`src/rtl/mrug_pkg.sv`:
```
// ----------------------------------------------------------------------------
// mrug_pkg
// Shared types and constants for the mono raw to 8-bit gray unpacker.
// ----------------------------------------------------------------------------
package mrug_pkg;

    localparam int unsigned MAX_WIDTH    = 4096;
    localparam int unsigned HEIGHT_LIMIT = 4096;

    localparam int unsigned MODE_W   = 3;
    localparam int unsigned WIDTH_W  = 13;
    localparam int unsigned HEIGHT_W = 13;
    localparam int unsigned STRIDE_W = 14;
    localparam int unsigned ROW_W    = 12;
    localparam int unsigned PHASE_W  = 3;
    localparam int unsigned PIX_W    = 8;
    localparam int unsigned REG_IDX_W = 2;
    localparam int unsigned CFG_DATA_W = 14;

    // format codes
    localparam logic [MODE_W-1:0] MODE_Y10   = 3'd0;
    localparam logic [MODE_W-1:0] MODE_Y16   = 3'd1;
    localparam logic [MODE_W-1:0] MODE_Y10P  = 3'd2;
    localparam logic [MODE_W-1:0] MODE_Y10BP = 3'd3;
    localparam logic [MODE_W-1:0] MODE_GRAY8 = 3'd4;

    // register indexes
    localparam logic [REG_IDX_W-1:0] REG_FORMAT_MODE  = 2'd0;
    localparam logic [REG_IDX_W-1:0] REG_ROW_WIDTH    = 2'd1;
    localparam logic [REG_IDX_W-1:0] REG_FRAME_HEIGHT = 2'd2;
    localparam logic [REG_IDX_W-1:0] REG_ROW_STRIDE   = 2'd3;

    // packed-group phases
    localparam logic [PHASE_W-1:0] PH_0 = 3'd0;
    localparam logic [PHASE_W-1:0] PH_1 = 3'd1;
    localparam logic [PHASE_W-1:0] PH_2 = 3'd2;
    localparam logic [PHASE_W-1:0] PH_3 = 3'd3;
    localparam logic [PHASE_W-1:0] PH_LAST = 3'd4;

    typedef struct packed {
        logic [MODE_W-1:0]   mode;
        logic [WIDTH_W-1:0]  width;
        logic [HEIGHT_W-1:0] height;
        logic [STRIDE_W-1:0] stride;
    } t_cfg;

    typedef struct packed {
        logic             frame_end;
        logic             row_end;
        logic [PIX_W-1:0] gray_pixel;
    } t_pix;

endpackage

```
`src/rtl/mono_raw_unpack_to_gray8.sv`:
```
// ----------------------------------------------------------------------------
// mono_raw_unpack_to_gray8
// Unpacks a mono raw frame byte stream (Y10, Y16, Y10P, Y10BPACK, Gray8)
// into 8-bit gray pixels with row and frame end markers.
// ----------------------------------------------------------------------------
// channel   dir  handshake            payload
// s         in   i_s_tvalid/o_s_tready  tdata[7:0] data_byte
// m         out  o_m_tvalid/i_m_tready  tdata[7:0] gray_pixel, tlast row_end,
//                                       tuser frame_end
// cfg       in   i_cfg_valid/o_cfg_ready index[1:0], data[13:0]
//
// one byte per cycle while input ready is high; the pixel of a completing byte
// is registered in the output register, or in the skid stage on a stall
// all state but the output and skid data registers is cleared by a synchronous active-low reset, no clearing pass
// a stall on the output parks one pixel in the skid stage; input ready
// drops only while the skid stage is full
// ----------------------------------------------------------------------------
module mono_raw_unpack_to_gray8
    import mrug_pkg::*;
(
    input  logic                  i_clk,
    input  logic                  i_rst_n,
    input  logic                  i_s_tvalid,
    output logic                  o_s_tready,
    input  logic [PIX_W-1:0]      i_s_tdata,   // [7:0] data_byte
    output logic                  o_m_tvalid,
    input  logic                  i_m_tready,
    output logic [PIX_W-1:0]      o_m_tdata,   // [7:0] gray_pixel
    output logic                  o_m_tlast,
    output logic                  o_m_tuser,   // [0] frame_end
    input  logic                  i_cfg_valid,
    output logic                  o_cfg_ready,
    input  logic [REG_IDX_W-1:0]  i_cfg_index,
    input  logic [CFG_DATA_W-1:0] i_cfg_data
);

    t_cfg cfg;
    t_pix pix;
    logic emit;
    logic ready;
    logic accept;

    assign o_cfg_ready = 1'b1;
    assign o_s_tready  = ready;
    assign accept      = i_s_tvalid && ready;

    mrug_cfg u_cfg (
        .i_clk   (i_clk),
        .i_rst_n (i_rst_n),
        .i_wr    (i_cfg_valid),
        .i_index (i_cfg_index),
        .i_data  (i_cfg_data),
        .o_cfg   (cfg)
    );

    mrug_core u_core (
        .i_clk    (i_clk),
        .i_rst_n  (i_rst_n),
        .i_cfg    (cfg),
        .i_accept (accept),
        .i_byte   (i_s_tdata),
        .o_emit   (emit),
        .o_pix    (pix)
    );

    mrug_skid u_skid (
        .i_clk      (i_clk),
        .i_rst_n    (i_rst_n),
        .i_push     (emit),
        .i_pix      (pix),
        .o_ready    (ready),
        .o_m_tvalid (o_m_tvalid),
        .i_m_tready (i_m_tready),
        .o_m_tdata  (o_m_tdata),
        .o_m_tlast  (o_m_tlast),
        .o_m_tuser  (o_m_tuser)
    );

endmodule

```
`src/rtl/mrug_cfg.sv`:
```
// ----------------------------------------------------------------------------
// mrug_cfg
// Configuration registers and clamped width, height and stride.
// ----------------------------------------------------------------------------
module mrug_cfg
    import mrug_pkg::*;
(
    input  logic                  i_clk,
    input  logic                  i_rst_n,
    input  logic                  i_wr,
    input  logic [REG_IDX_W-1:0]  i_index,
    input  logic [CFG_DATA_W-1:0] i_data,
    output t_cfg                  o_cfg
);

    logic [MODE_W-1:0]   r_format_mode;
    logic [WIDTH_W-1:0]  r_row_width;
    logic [HEIGHT_W-1:0] r_frame_height;
    logic [STRIDE_W-1:0] r_row_stride;

    logic [WIDTH_W-1:0]  w_eff;
    logic [HEIGHT_W-1:0] h_eff;
    logic [15:0]         packed_bits;
    logic [STRIDE_W-1:0] need;

    always_ff @(posedge i_clk) begin
        if (!i_rst_n) begin
            r_format_mode  <= MODE_Y10;
            r_row_width    <= WIDTH_W'(640);
            r_frame_height <= HEIGHT_W'(480);
            r_row_stride   <= STRIDE_W'(1280);
        end else if (i_wr) begin
            case (i_index)
                REG_FORMAT_MODE:  r_format_mode  <= i_data[MODE_W-1:0];
                REG_ROW_WIDTH:    r_row_width    <= i_data[WIDTH_W-1:0];
                REG_FRAME_HEIGHT: r_frame_height <= i_data[HEIGHT_W-1:0];
                REG_ROW_STRIDE:   r_row_stride   <= i_data[STRIDE_W-1:0];
                default: ;
            endcase
        end
    end

    always_comb begin
        if (r_row_width == '0) begin
            w_eff = WIDTH_W'(1);
        end else if (r_row_width > WIDTH_W'(MAX_WIDTH)) begin
            w_eff = WIDTH_W'(MAX_WIDTH);
        end else begin
            w_eff = r_row_width;
        end

        if (r_frame_height == '0) begin
            h_eff = HEIGHT_W'(1);
        end else if (r_frame_height > HEIGHT_W'(HEIGHT_LIMIT)) begin
            h_eff = HEIGHT_W'(HEIGHT_LIMIT);
        end else begin
            h_eff = r_frame_height;
        end

        // ceil(10 * w / 8)
        packed_bits = {w_eff, 3'b000} + {2'b00, w_eff, 1'b0} + 16'd7;

        if (r_format_mode inside {MODE_Y10, MODE_Y16}) begin
            need = {w_eff, 1'b0};
        end else if (r_format_mode inside {MODE_Y10P, MODE_Y10BP}) begin
            need = {1'b0, packed_bits[15:3]};
        end else begin
            need = {1'b0, w_eff};
        end

        o_cfg.mode   = r_format_mode;
        o_cfg.width  = w_eff;
        o_cfg.height = h_eff;
        o_cfg.stride = (r_row_stride > need) ? r_row_stride : need;
    end

endmodule

```
`src/rtl/mrug_core.sv`:
```
// ----------------------------------------------------------------------------
// mrug_core
// Row and pixel counters, pack phase tracking and gray pixel selection.
// ----------------------------------------------------------------------------
module mrug_core
    import mrug_pkg::*;
(
    input  logic             i_clk,
    input  logic             i_rst_n,
    input  t_cfg             i_cfg,
    input  logic             i_accept,
    input  logic [PIX_W-1:0] i_byte,
    output logic             o_emit,
    output t_pix             o_pix
);

    logic [STRIDE_W-1:0] r_byte_column, n_byte_column;
    logic [WIDTH_W-1:0]  r_pixel_column, n_pixel_column;
    logic [ROW_W-1:0]    r_row_index, n_row_index;
    logic [PIX_W-1:0]    r_held_byte;
    logic [PHASE_W-1:0]  r_pack_phase, n_pack_phase;

    logic                ph_packed;
    logic                ph_word;
    logic [PHASE_W-1:0]  ph;
    logic                emit;
    logic [PIX_W-1:0]    pix;
    logic [STRIDE_W:0]   byte_inc;
    logic [HEIGHT_W-1:0] row_inc;

    always_comb begin
        ph_word   = i_cfg.mode inside {MODE_Y10, MODE_Y16};
        ph_packed = i_cfg.mode inside {MODE_Y10P, MODE_Y10BP};
        ph = (ph_packed && (r_pack_phase > PH_LAST)) ? PH_LAST : r_pack_phase;

        emit = 1'b0;
        pix  = i_byte;
        case (i_cfg.mode)
            MODE_Y10: begin
                emit = ph[0];
                pix  = {i_byte[1:0], r_held_byte[7:2]};
            end
            MODE_Y16: begin
                emit = ph[0];
            end
            MODE_Y10P: begin
                emit = (ph != PH_LAST);
            end
            MODE_Y10BP: begin
                case (ph)
                    PH_0: emit = 1'b1;
                    PH_1: emit = 1'b0;
                    PH_2: begin
                        emit = 1'b1;
                        pix  = {r_held_byte[5:0], i_byte[7:6]};
                    end
                    PH_3: begin
                        emit = 1'b1;
                        pix  = {r_held_byte[3:0], i_byte[7:4]};
                    end
                    default: begin
                        emit = 1'b1;
                        pix  = {r_held_byte[1:0], i_byte[7:2]};
                    end
                endcase
            end
            default: emit = 1'b1;
        endcase
        emit = emit && (r_pixel_column < i_cfg.width);

        row_inc = {1'b0, r_row_index} + HEIGHT_W'(1);
        o_emit           = i_accept && emit;
        o_pix.gray_pixel = pix;
        o_pix.row_end    = ({1'b0, r_pixel_column} + 14'd1) == {1'b0, i_cfg.width};
        o_pix.frame_end  = o_pix.row_end && (row_inc == i_cfg.height);

        if (ph_word) begin
            n_pack_phase = {2'b00, ~ph[0]};
        end else if (ph_packed) begin
            n_pack_phase = (ph >= PH_LAST) ? PH_0 : ph + PHASE_W'(1);
        end else begin
            n_pack_phase = PH_0;
        end

        n_pixel_column = emit ? r_pixel_column + WIDTH_W'(1) : r_pixel_column;
        byte_inc       = {1'b0, r_byte_column} + 15'd1;
        n_byte_column  = byte_inc[STRIDE_W-1:0];
        n_row_index    = r_row_index;
        if (byte_inc >= {1'b0, i_cfg.stride}) begin
            n_byte_column  = '0;
            n_pixel_column = '0;
            n_pack_phase   = PH_0;
            n_row_index    = (row_inc >= i_cfg.height) ? '0 : row_inc[ROW_W-1:0];
        end
    end

    always_ff @(posedge i_clk) begin
        if (!i_rst_n) begin
            r_byte_column  <= '0;
            r_pixel_column <= '0;
            r_row_index    <= '0;
            r_held_byte    <= '0;
            r_pack_phase   <= PH_0;
        end else if (i_accept) begin
            r_byte_column  <= n_byte_column;
            r_pixel_column <= n_pixel_column;
            r_row_index    <= n_row_index;
            r_held_byte    <= i_byte;
            r_pack_phase   <= n_pack_phase;
        end
    end

`ifndef SYNTH
    a_phase_range: assert property (@(posedge i_clk) disable iff (!i_rst_n)
        r_pack_phase <= PH_LAST)
        else $error("pack phase out of range");
`endif

endmodule

```
`src/rtl/mrug_skid.sv`:
```
// ----------------------------------------------------------------------------
// mrug_skid
// Output register with a skid stage so the input side never waits on
// the output ready combinationally.
// ----------------------------------------------------------------------------
module mrug_skid
    import mrug_pkg::*;
(
    input  logic             i_clk,
    input  logic             i_rst_n,
    input  logic             i_push,
    input  t_pix             i_pix,
    output logic             o_ready,
    output logic             o_m_tvalid,
    input  logic             i_m_tready,
    output logic [PIX_W-1:0] o_m_tdata,
    output logic             o_m_tlast,
    output logic             o_m_tuser
);

    logic r_out_valid, n_out_valid;
    logic r_skid_valid, n_skid_valid;
    t_pix r_out, n_out;
    t_pix r_skid, n_skid;
    logic pop;

    always_comb begin
        pop          = r_out_valid && i_m_tready;
        n_out_valid  = r_out_valid;
        n_skid_valid = r_skid_valid;
        n_out        = r_out;
        n_skid       = r_skid;
        if (r_skid_valid) begin
            if (pop) begin
                n_out        = r_skid;
                n_skid_valid = 1'b0;
            end
        end else if (i_push) begin
            if (!r_out_valid || pop) begin
                n_out       = i_pix;
                n_out_valid = 1'b1;
            end else begin
                n_skid       = i_pix;
                n_skid_valid = 1'b1;
            end
        end else if (pop) begin
            n_out_valid = 1'b0;
        end
    end

    always_ff @(posedge i_clk) begin
        if (!i_rst_n) begin
            r_out_valid  <= 1'b0;
            r_skid_valid <= 1'b0;
        end else begin
            r_out_valid  <= n_out_valid;
            r_skid_valid <= n_skid_valid;
        end
        r_out  <= n_out;
        r_skid <= n_skid;
    end

    assign o_ready    = !r_skid_valid;
    assign o_m_tvalid = r_out_valid;
    assign o_m_tdata  = r_out.gray_pixel;
    assign o_m_tlast  = r_out.row_end;
    assign o_m_tuser  = r_out.frame_end;

`ifndef SYNTH
    a_skid_needs_out: assert property (@(posedge i_clk) disable iff (!i_rst_n)
        r_skid_valid |-> r_out_valid)
        else $error("skid holds a pixel while output is empty");

    a_frame_is_row: assert property (@(posedge i_clk) disable iff (!i_rst_n)
        (r_out_valid && r_out.frame_end) |-> r_out.row_end)
        else $error("frame end without row end");

    a_stall_fills_skid: assert property (@(posedge i_clk) disable iff (!i_rst_n)
        (i_push && r_out_valid && !i_m_tready) |=> r_skid_valid)
        else $error("pixel lost on stall");
`endif

endmodule
```
`config.mk`:
```
export PLATFORM = sky130hd
export DESIGN_NAME = mono_raw_unpack_to_gray8
export DESIGN_NICKNAME = d
export VERILOG_FILES = /design/src/rtl/mrug_pkg.sv /design/src/rtl/mono_raw_unpack_to_gray8.sv /design/src/rtl/mrug_cfg.sv /design/src/rtl/mrug_core.sv /design/src/rtl/mrug_skid.sv
export SDC_FILE = /design/constraint.sdc
export NUM_CORES = 1
export LEC_CHECK = 0
export BUFFER_PORTS_ARGS = -buffer_cell sky130_fd_sc_hd__clkbuf_2
export CORE_MARGIN = 8
export CORE_UTILIZATION = 30
export DETAILED_ROUTE_END_ITERATION = 6
export PLACE_DENSITY_LB_ADDON = 0.08
export SLEW_MARGIN = 10
export SYNTH_ARGS = -nofsm -noshare
export SYNTH_HDL_FRONTEND = slang
export SYNTH_SLANG_ARGS = --single-unit
```
`constraint.sdc`:
```
create_clock -name i_clk -period 8.3 [get_ports i_clk]
set_clock_uncertainty 0.1 [all_clocks]
set_input_delay 1.66 -clock i_clk [delete_from_list [all_inputs] [get_ports i_clk]]
set_output_delay 1.66 -clock i_clk [all_outputs]
set_load 0.02 [all_outputs]
```
Word level (Yosys, flattened, before mapping):

Index checks and enable logic that the tools add are counted.

* register bits: 115
* input port bits: 29
* output and inout port bits: 13
* word-level logic and storage cells: 111

* add/subtract/negate cells: 7
* $lt $le $gt $ge: 8
* equality and inequality tests: 14
* multiplexer cells: 31
* bitwise logic cells: 3
* reduce and logical (&&, ||, !) cells: 31

Operators with widths (number)
* two-way mux 13 bit: 7
* two-way mux 14 bit: 3
* two-way mux 10 bit: 4
* > comparator 13 bit, second input constant: 2
* zero test 13 bit: 2
* case mux 8 bit (3 select lines): 1
* adder 16 x 14 -> 16 bit: 1
* adder 16 x 3 -> 16 bit, second input constant: 1
* case mux 8 bit (2 select lines): 1
* adder 14 x 1 -> 15 bit, second input constant: 1
* >= comparator 15 x 14 -> 1 bit: 1
* two-way mux 3 bit: 5
* adder 13 x 1 -> 14 bit, second input constant: 1
* == test 14 x 13 -> 1 bit: 1
* > comparator 14 bit: 1
* adder 12 x 1 -> 13 bit, second input constant: 1
* adder 13 x 1 -> 13 bit, second input constant: 1
* == test 13 bit: 1
* >= comparator 13 bit: 1
* less-than comparator 13 bit: 1
* == test 3 x 2 -> 1 bit, second input constant: 4
* two-way mux 12 bit: 1
* AND reduction 2 bit: 6
* nonzero test 2 bit: 6
* other kinds (19): 40

Logic depth before layout (Yosys ltp):

Gate-level depths: netlist (run 1).

* word-level depth: 12
* depth in mapped cells: 33
* mapped depth without buffers: 29

By module:

From an unflattened synthesis (run 1), not the netlist that was laid out.

* cell total of the unflattened synthesis: 1098
* area, all modules: 8775.9 um^2

Modules (own cells, without submodules)
* mrug_core: instances 1, cells each 627, area an instance 4749.6 um^2, sequential area each 1001.0 um^2
* mrug_cfg: instances 1, cells each 423, area an instance 3171.8 um^2, sequential area each 860.8 um^2
* mrug_skid: instances 1, cells each 45, area an instance 837.1 um^2, sequential area each 640.6 um^2
* mono_raw_unpack_to_gray8: instances 1, cells each 3, area an instance 17.5 um^2, sequential area each 0.0 um^2

Least setup slack after synthesis (run 1):

No wires, ideal clock.

* path kind: reg2reg
* start: reg u_cfg.r_row_width[10]
* end: reg u_core.r_row_index[10]
* library setup time: 0.126 ns
* arrival: 6.207 ns
* required time: 8.074 ns
* slack: 1.866 ns
* cell stages (with the launch flop): 33
* buffers on the path: 4
* period minus slack after synthesis: 6.434 ns
* cells stage by stage: dfxtp_1 -> clkbuf_1 -> nor4_1 -> nand3_1 -> nor2_1 -> nor2_1 -> nor2_1 -> ha_1 -> nor2b_1 -> nand4_1 -> a21boi_2 -> o211ai_1 -> a2111oi_0 -> a221o_1 -> o21ai_0 -> ha_1 -> nand4_1 -> nor2_1 -> o21ai_0 -> a31oi_1 -> clkbuf_1 -> nand2_1 -> o21a_1 -> ha_1 -> a21o_1 -> a211o_1 -> a311o_1 -> a31o_4 -> and2_1 -> buf_2 -> nand2_1 -> buf_2 -> o211ai_1

* word-level cells in the longest chain between the ends: 11
* elaborated cells between the ends (all ways): 12
* those cells by class: add/sub: 2; order compare: 3; mux: 5; reduce/logical: 2

Ends and longest elaborated chain
* start: declaration: line mrug_cfg.sv:17 `logic [WIDTH_W-1:0] r_row_width;`
* start signal: assignment: line mrug_cfg.sv:35 `REG_ROW_WIDTH: r_row_width <= i_data[WIDTH_W-1:0];`
* > comparator 13 bit: line mrug_cfg.sv:46 `end else if (r_row_width > WIDTH_W'(MAX_WIDTH)) begin`
* two-way mux 13 bit: line mrug_cfg.sv:46
* two-way mux 13 bit *: line mrug_cfg.sv:44 `if (r_row_width == '0) begin`
* adder 16 x 14 -> 16 bit: line mrug_cfg.sv:61 `packed_bits = {w_eff, 3'b000} + {2'b00, w_eff, 1'b0} + 16'd7;`
* adder 16 x 3 -> 16 bit: line mrug_cfg.sv:61
* two-way mux 13 bit: line mrug_cfg.sv:65 `end else if (r_format_mode inside {MODE_Y10P, MODE_Y10BP}) begin`
* two-way mux 14 bit *: line mrug_cfg.sv:63 `if (r_format_mode inside {MODE_Y10, MODE_Y16}) begin`
* > comparator 14 bit: line mrug_cfg.sv:74 `o_cfg.stride = (r_row_stride > need) ? r_row_stride : need;`
* two-way mux 14 bit *: line mrug_cfg.sv:74
* >= comparator 15 x 14 -> 1 bit *: line mrug_core.sv:89 `if (byte_inc >= {1'b0, i_cfg.stride}) begin`
* AND reduction 2 bit (no source line) *
* end signal: assignment: line mrug_core.sv:107 `r_row_index <= n_row_index;`
* end: declaration: line mrug_core.sv:19 `logic [ROW_W-1:0] r_row_index, n_row_index;`

Every way passes the cells marked *; elsewhere a longest branch is shown, timed or not.
A chain may end at the register's enable or synchronous reset.

Worst setup path in the final report (run 1):

* start: reg u_cfg.r_row_width[10]
* end: reg u_core.r_row_index[6]

The elaborated chain is that of the path after synthesis.

==> metrics.md, run 1 <==
| Metric | Value |
|---|---|
| Crit share post-route | 0.899 |
| Max Cap Viol | 0 |
| I/O Pins | 42 |
| Register share of total power | 0.359 |
| Comb pwr share | 0.139 |
| Avg Cell Area, Syn | about 8.1 um^2 |
| Yosys warns | 0 |
| Critical Path Source Type | flop |
| Slew HR | 0.343 |
| Number of global-route vias before repair | about 7.1k |
| Clock root buffer | clkbuf_16 |
| Top-area cell type share of the netlist area | 0.228 |
| Hold_buf cts | 0 |
| Pwr Density | about 180 nW/um^2 |
| Post-synth EDFFs | 20 |
| Final Hold Viols | 0 |
| Routed Antenna Nets | 0 |
| Internal power | 0.00121 W |
| LEAKAGE | 3.78 nW |
| CP Max Fanout | 19 |
| DIE AREA | about 33,000 um^2 |
| CTS Buf Count | 17 |
| Post-synthesis register bit count | between 100 and 150 |
| Critical path's largest stage delay | 0.51 ns |
| Most used cell, CP | nor2_1 |
| Maximum vdd drop | 0.112 mV |
| Unrepaired setup endpoints after global routing | false |
| Setup tns final | 0 ns |
| Skew-Pair Late Insertion Delay | between 0.4 and 0.5 ns |
| Drt first-iter violations | around 550 |
| Slowest-stage cell, CP | a31oi_2 |
| Clock share of power | 0.502 |
| Fin crit period | between 7 and 8 ns |
| DP HPWL | approximately 19,000 um |
| Total congestion overflow | 0 |
| Sw Share | 0.277 |
| WL met1 | roughly 13,000 um |
| Net Sw Power | between 0.0004 and 0.0005 W |
| Mapped Area | 8330 um^2 |
| Final Util | 0.344 |
| Yosys top cell by area | dfxtp_1 |
| Critical path endpoint category | flop |
| Num Clock Sinks | between 100 and 150 |
| IO buf count | 40 |
| WL/cell | ~18 um |
| WP data arrival | about 7.6 ns |
| Outcome | finished, final reports clean |
| Die height | 183 um |
| Count of cell types in the netlist | roughly 80 |
| GPL Wtd Cong | roughly 0.83 |
| Peak Freq | 134 MHz |
| Critical Path RT | 8.48 ns |
| Endpoints failing setup | 0 |
| H-tree Lvls | 4 |
| Largest net degree at the start of global routing | 69 |
| N_diodes | 0 |
| Reg clk slew, reported paths | 0.06 ns |
| Area grow syn2layout | 13.9% |
| First-pass GRT wire length | ~40,000 um |
| Metal3 WL | approximately 850 um |
| Final wirelength | roughly 25,000 um |
| Mapped Nets | between 1k and 1.5k |
| # rows | 61 |
| WL met2 | roughly 11,000 um |
| CP Class | flop to flop |
| Clk buf depth | 2 |
| Asr flop ratio synth | 0 |
| Setup bufs post-CTS | 0 |
| Top FF cell, synth | dfxtp_1 |
| TritonCTS clock tree | yes |
| Gr usage total | 0.152 |
| Share of cells above drive strength 1 | 0.116 |
| Initial antenna violation count | 0 |
| DR top layer | met4 |
| Cells after Synth | around 1k |
| Number of remaining DRC errors | 0 |
| Top cells by area, synth | dfxtp_1 (23%), ha_1 (11%), nand2_1 (8.2%) |
| Final nets | about 1.1k |
| Placeable Area | 27,600 um^2 |
| Resize count post-CTS | 0 |
| Seq/Total Area, Yosys | 0.300 |
| HP Class | flop to flop |
| Vias per cell | 5.21 |
| Initial core utilization | 0.302 |
| Vias | 7,415 |
| Max-slew violations | 0 |
| Fillers | 2,921 |
| Pre-antenna DRT Iters | 5 |
| Die X | between 150 and 200 um |
| Worst-margin pin slew | approximately 0.99 ns |
## worst max-delay path, delay by kind of cell (launching register included)
| family | cells | cell delay, ns |
|---|---|---|
| AO/OA/AOI/OAI | 13 | 3.11 |
| buffers and inverters | 1 | 0.30 |
| multiplexers | 1 | 0.35 |
| AND/OR/NAND/NOR | 11 | 2.25 |
| adder cells (fa/ha/maj) | 3 | 0.83 |
| flip-flops | 1 | 0.39 |
## placed cells by master (no fill, tap or decap), types with 9 or more instances in the layout
cell type	n
nor3_1	10
nand2_1	181
mux2_2	13
a21boi_0	43
nand4_1	17
dfxtp_1	95
buf_4	9
nand3b_1	13
nor2_1	47
a221o_1	9
xnor2_1	24
edfxtp_1	20
o31ai_1	13
nor4_1	9
inv_1	26
nand2b_1	16
o21ai_0	67
o211ai_1	13
clkbuf_2	39
xor2_1	16
o22ai_1	10
nand3_1	43
a21o_1	10
nor2b_1	14
o2111ai_1	12
ha_1	72
and3_1	18
o21a_1	9
a21oi_1	22
a22oi_1	10
clkbuf_16	17
## path summary, 6_finish.rpt
check	to	from	cells past startpoint	slack [ns]
worst min register to register	u_core.r_held_byte[7]	u_core.r_held_byte[7]	2	0.37
worst max register to register	u_core.r_row_index[6]	u_cfg.r_row_width[10]	29	0.84
worst max-delay path	u_core.r_row_index[6]	u_cfg.r_row_width[10]	29	0.84
worst min-delay path	u_core.r_held_byte[7]	u_core.r_held_byte[7]	2	0.37
## layout make-up
type                       instances  area, um^2  area share
multi-input combinational        820        5470       0.576
sequential                       115        2500       0.264
tap                              378         473      0.0499
clock buffer                      17         425      0.0448
timing repair buffer              48         263      0.0277
clock inverter                    15         230      0.0243
inverter                          31         126      0.0133
## cell usage after synthesis, types with 4 or more instances
cell type / instances
nand2_1: 181
dfxtp_1: 95
ha_1: 72
o21ai_0: 67
clkbuf_1: 49
nor2_1: 47
a21boi_0: 43
nand3_1: 43
inv_1: 26
xnor2_1: 24
a21oi_1: 22
edfxtp_1: 20
and3_1: 18
nand4_1: 17
nand2b_1: 16
xor2_1: 16
nor2b_1: 14
mux2_2: 13
nand3b_1: 13
o211ai_1: 13
o31ai_1: 13
o2111ai_1: 12
a21o_1: 10
a22oi_1: 10
nor3_1: 10
o22ai_1: 10
a221o_1: 9
nor4_1: 9
o21a_1: 9
or2_2: 8
and2_1: 7
mux2i_1: 7
or3_1: 7
a211oi_1: 6
a2bb2oi_1: 6
a31oi_1: 6
buf_2: 5
a211o_1: 4
a21boi_1: 4
## flip-flops by register name (all words and copies together), names as in the netlist
signal                 count
u_skid.r_skid             10
u_skid.o_m_tlast           1
u_core.r_held_byte         8
u_skid.r_skid_valid        1
u_cfg.r_row_width         13
u_core.r_byte_column      14
u_core.r_pack_phase        3
u_core.r_pixel_column     13
u_core.r_row_index        12
u_skid.o_m_tuser           1
u_skid.o_m_tvalid          1
u_skid.o_m_tdata           8
u_cfg.r_frame_height      13
u_cfg.r_format_mode        3
u_cfg.r_row_stride        14
## per-layer routing
layer | track usage | vias up
met5 | 0 | -
met4 | 0.0371 | 0
met3 | 0.0284 | 15
met2 | 0.224 | 141
met1 | 0.223 | 3485
li1 | - | 3774
## stage by stage
stage               cell area, um^2  cells  setup WS [ns]  hold slack [ns]  total power [W]
floorplan                      8330   1025           1.87            0.343         0.000773
global placement               8830   1392          0.972            0.357         0.000848
detailed placement             8830   1392          0.873            0.364         0.000846
CTS                            9490   1424          0.851            0.372          0.00170
global route                   9490   1424          0.129            0.395          0.00175
finish                         9490   1424          0.840            0.367          0.00167
## logic make-up (layout without fill, tap and decap cells)
| group | Yosys count | count (layout) | synth area share |
|---|---|---|---|
| and+or+nand+nor | 408 | 408 | 0.237 |
| AOI/OAI and AO/OA | 279 | 279 | 0.242 |
| DFF | 115 | 115 | 0.300 |
| other | 1 | 1 | 0.000450 |
| buffers and inverters | 90 | 111 | 0.0439 |
| adders and majority gates | 72 | 72 | 0.108 |
| muxes | 20 | 20 | 0.0260 |
| xor gates and xnor gates | 40 | 40 | 0.0421 |
## power by group through the flow
| stage | Combinational (W) | Clock (W) | Sequential (W) |
|---|---|---|---|
| final | 0.000233 | 0.000840 | 0.000601 |
| after global routing | 0.000263 | 0.000884 | 0.000603 |
| after CTS | 0.000234 | 0.000862 | 0.000601 |
| after detailed placement | 0.000233 | 0 | 0.000613 |
| after global placement | 0.000235 | 0 | 0.000613 |
| after floorplan | 0.000163 | 0 | 0.000611 |
(Power assumes the default switching activity.)
==> inputs of run 2 (changes only) <==
PLACE_DENSITY_LB_ADDON = default   (was 0.08)
==> metrics.md, run 2 (synthesis gave the netlist of run 1 again) <==
| Metric | Value |
|---|---|
| Number of remaining DRC errors | 0 |
| Critical Path RT | 8.49 ns |
| Final wirelength | approximately 23,000 um |
| Critical path's largest stage delay | approximately 0.47 ns |
| Fin Hold WS | 0.365 ns |
| Clock root buffer | clkbuf_16 |
| Total power | 0.00155 W |
| GPL Wtd Cong | 0.894 |
| Pwr Density | approximately 160 nW/um^2 |
| Most frequent cells in the layout | nand2_1 (181), dfxtp_1 (95), ha_1 (72), o21ai_0 (67), nor2_1 (47) |
| N_diodes | 0 |
| Hold_buf cts | 0 |
| Multi-input gate area | ~5500 um^2 |
| Placeable Area | ~28,000 um^2 |
| WP data arrival | roughly 7.5 ns |
| Die X | roughly 180 um |
| IO buf count | 40 |
| DIE AREA | about 33,000 um^2 |
| Number of global-route vias before repair | 6,946 |
| Pre-antenna DRT Iters | 5 |
| Slowest-stage cell, CP | a31oi_2 |
| WL/cell | about 16 um |
| CTS Buf Count | 17 |
| CP Max Fanout | 19 |
| Internal power | 0.00110 W |
| Peak Freq | 136 MHz |
| DR top layer | met4 |
| Most common library cell in the layout ignoring fill and taps | nand2_1 |
| Resize count post-CTS | 0 |
| LEAKAGE | roughly 3.7 nW |
| Setup tns final | 0 ns |
| Register share of total power | 0.387 |
| # rows | around 60 |
| Drt first-iter violations | 579 |
| WL met1 | roughly 11,000 um |
| Most used cell, CP | nor2_1 |
| HP Class | flop to flop |
| Num Clock Sinks | 115 |
| Crit share post-route | 0.885 |
| Endpoints failing setup | 0 |
| Largest registers | u_cfg.r_row_stride x14, u_core.r_byte_column x14 |
| WL met2 | 9810 um |
| Setup bufs post-CTS | 0 |
| Fillers | 2,909 |
| Sw Share | 0.294 |
| Area grow syn2layout | 12.9% |
| Clock share of power | 0.466 |
| Max Cap Viol | 0 |
| First-pass GRT wire length | ~37,000 um |
| Routed Antenna Nets | 0 |
| H-tree Lvls | 4 |
| Net Sw Power | roughly 0.00046 W |
| Initial antenna violation count | 0 |
| Cell Count, Final, Fillers Out | between 1k and 1.5k |
| Critical path endpoint category | flop |
| Fin crit period | 7.35 ns |
| Worst-margin pin slew | approximately 0.94 ns |
| Comb pwr share | 0.147 |
| Critical Path Source Type | flop |
| Reg clk slew, reported paths | roughly 0.060 ns |
| Skew-Pair Late Insertion Delay | 0.42 ns |
| Share of cells above drive strength 1 | 0.116 |
| Gr usage total | 0.136 |
| Outcome | finished, final reports clean |
| Max-slew violations | 0 |
| Largest net degree at the start of global routing | 63 |
| Vias per cell | approximately 5.3 |
| I/O Pins | between 40 and 50 |
| Die height | around 180 um |
| Vias | roughly 7.5k |
| CP Class | flop to flop |
| Maximum vdd drop | between 0.1 and 0.15 mV |
| TritonCTS clock tree | yes |
| Clk buf depth | 2 |
| Metal3 WL | about 1200 um |
| DP HPWL | approximately 17,000 um |
| Register area | between 2000 and 3000 um^2 |
| Final Hold Viols | 0 |
| Slew HR | 0.371 |
| Inst Count DP | between 1k and 1.5k |
| Initial core utilization | 0.302 |
| Total congestion overflow | 0 |
| Unrepaired setup endpoints after global routing | false |
| Final nets | 1,133 |
run 2: power by group through the flow:
stage	combinational, W	clock (W)	sequential, W
finish	0.000228	0.000723	0.000600
global route	0.000255	0.000763	0.000602
CTS	0.000228	0.000741	0.000600
detailed placement	0.000226	0	0.000612
global placement	0.000224	0	0.000612
floorplan	0.000163	0	0.000611
run 2: critical path: cells and delay by family, from the launching register on:
family	cells	cell delay [ns]
buffers and inverters	1	0.29
adders and majority gates	3	0.81
DFF	1	0.37
AOI/OAI and AO/OA	13	3.29
and+or+nand+nor	12	2.31
run 2: final timing paths:
kind                          from                     to  slack [ns]  cells after the start
min reg2reg  u_core.r_held_byte[7]  u_core.r_held_byte[7]        0.36                      2
max reg2reg  u_cfg.r_row_width[10]  u_core.r_row_index[6]        0.95                     29
max          u_cfg.r_row_width[10]  u_core.r_row_index[6]        0.95                     29
min          u_core.r_held_byte[7]  u_core.r_held_byte[7]        0.36                      2
run 2: through the flow:
step | instance area [um^2] | util | worst slack, ns
6_report | 9400 | 0.341 | 0.951
3_3_place_gp | 8830 | 0.320 | 1.21
5_1_grt | 9400 | 0.341 | 0.314
4_1_cts | 9400 | 0.341 | 1.01
3_5_place_dp | 8830 | 0.320 | 1.04
2_1_floorplan | 8330 | - | 1.87
run 2: cell type report:
class                   count  area share
clock inverters            15      0.0158
well taps                 378      0.0503
flip-flops and latches    115       0.266
clock buffers              17      0.0452
multi-input cells         820       0.582
repair buffers             47      0.0271
inverters                  31      0.0134
run 2: layer usage:
layer / GRT usage / vias up
met2: 0.201 / 181
li1: - / 3770
met1: 0.194 / 3554
met4: 0.0397 / 0
met5: 0 / -
met3: 0.0308 / 18
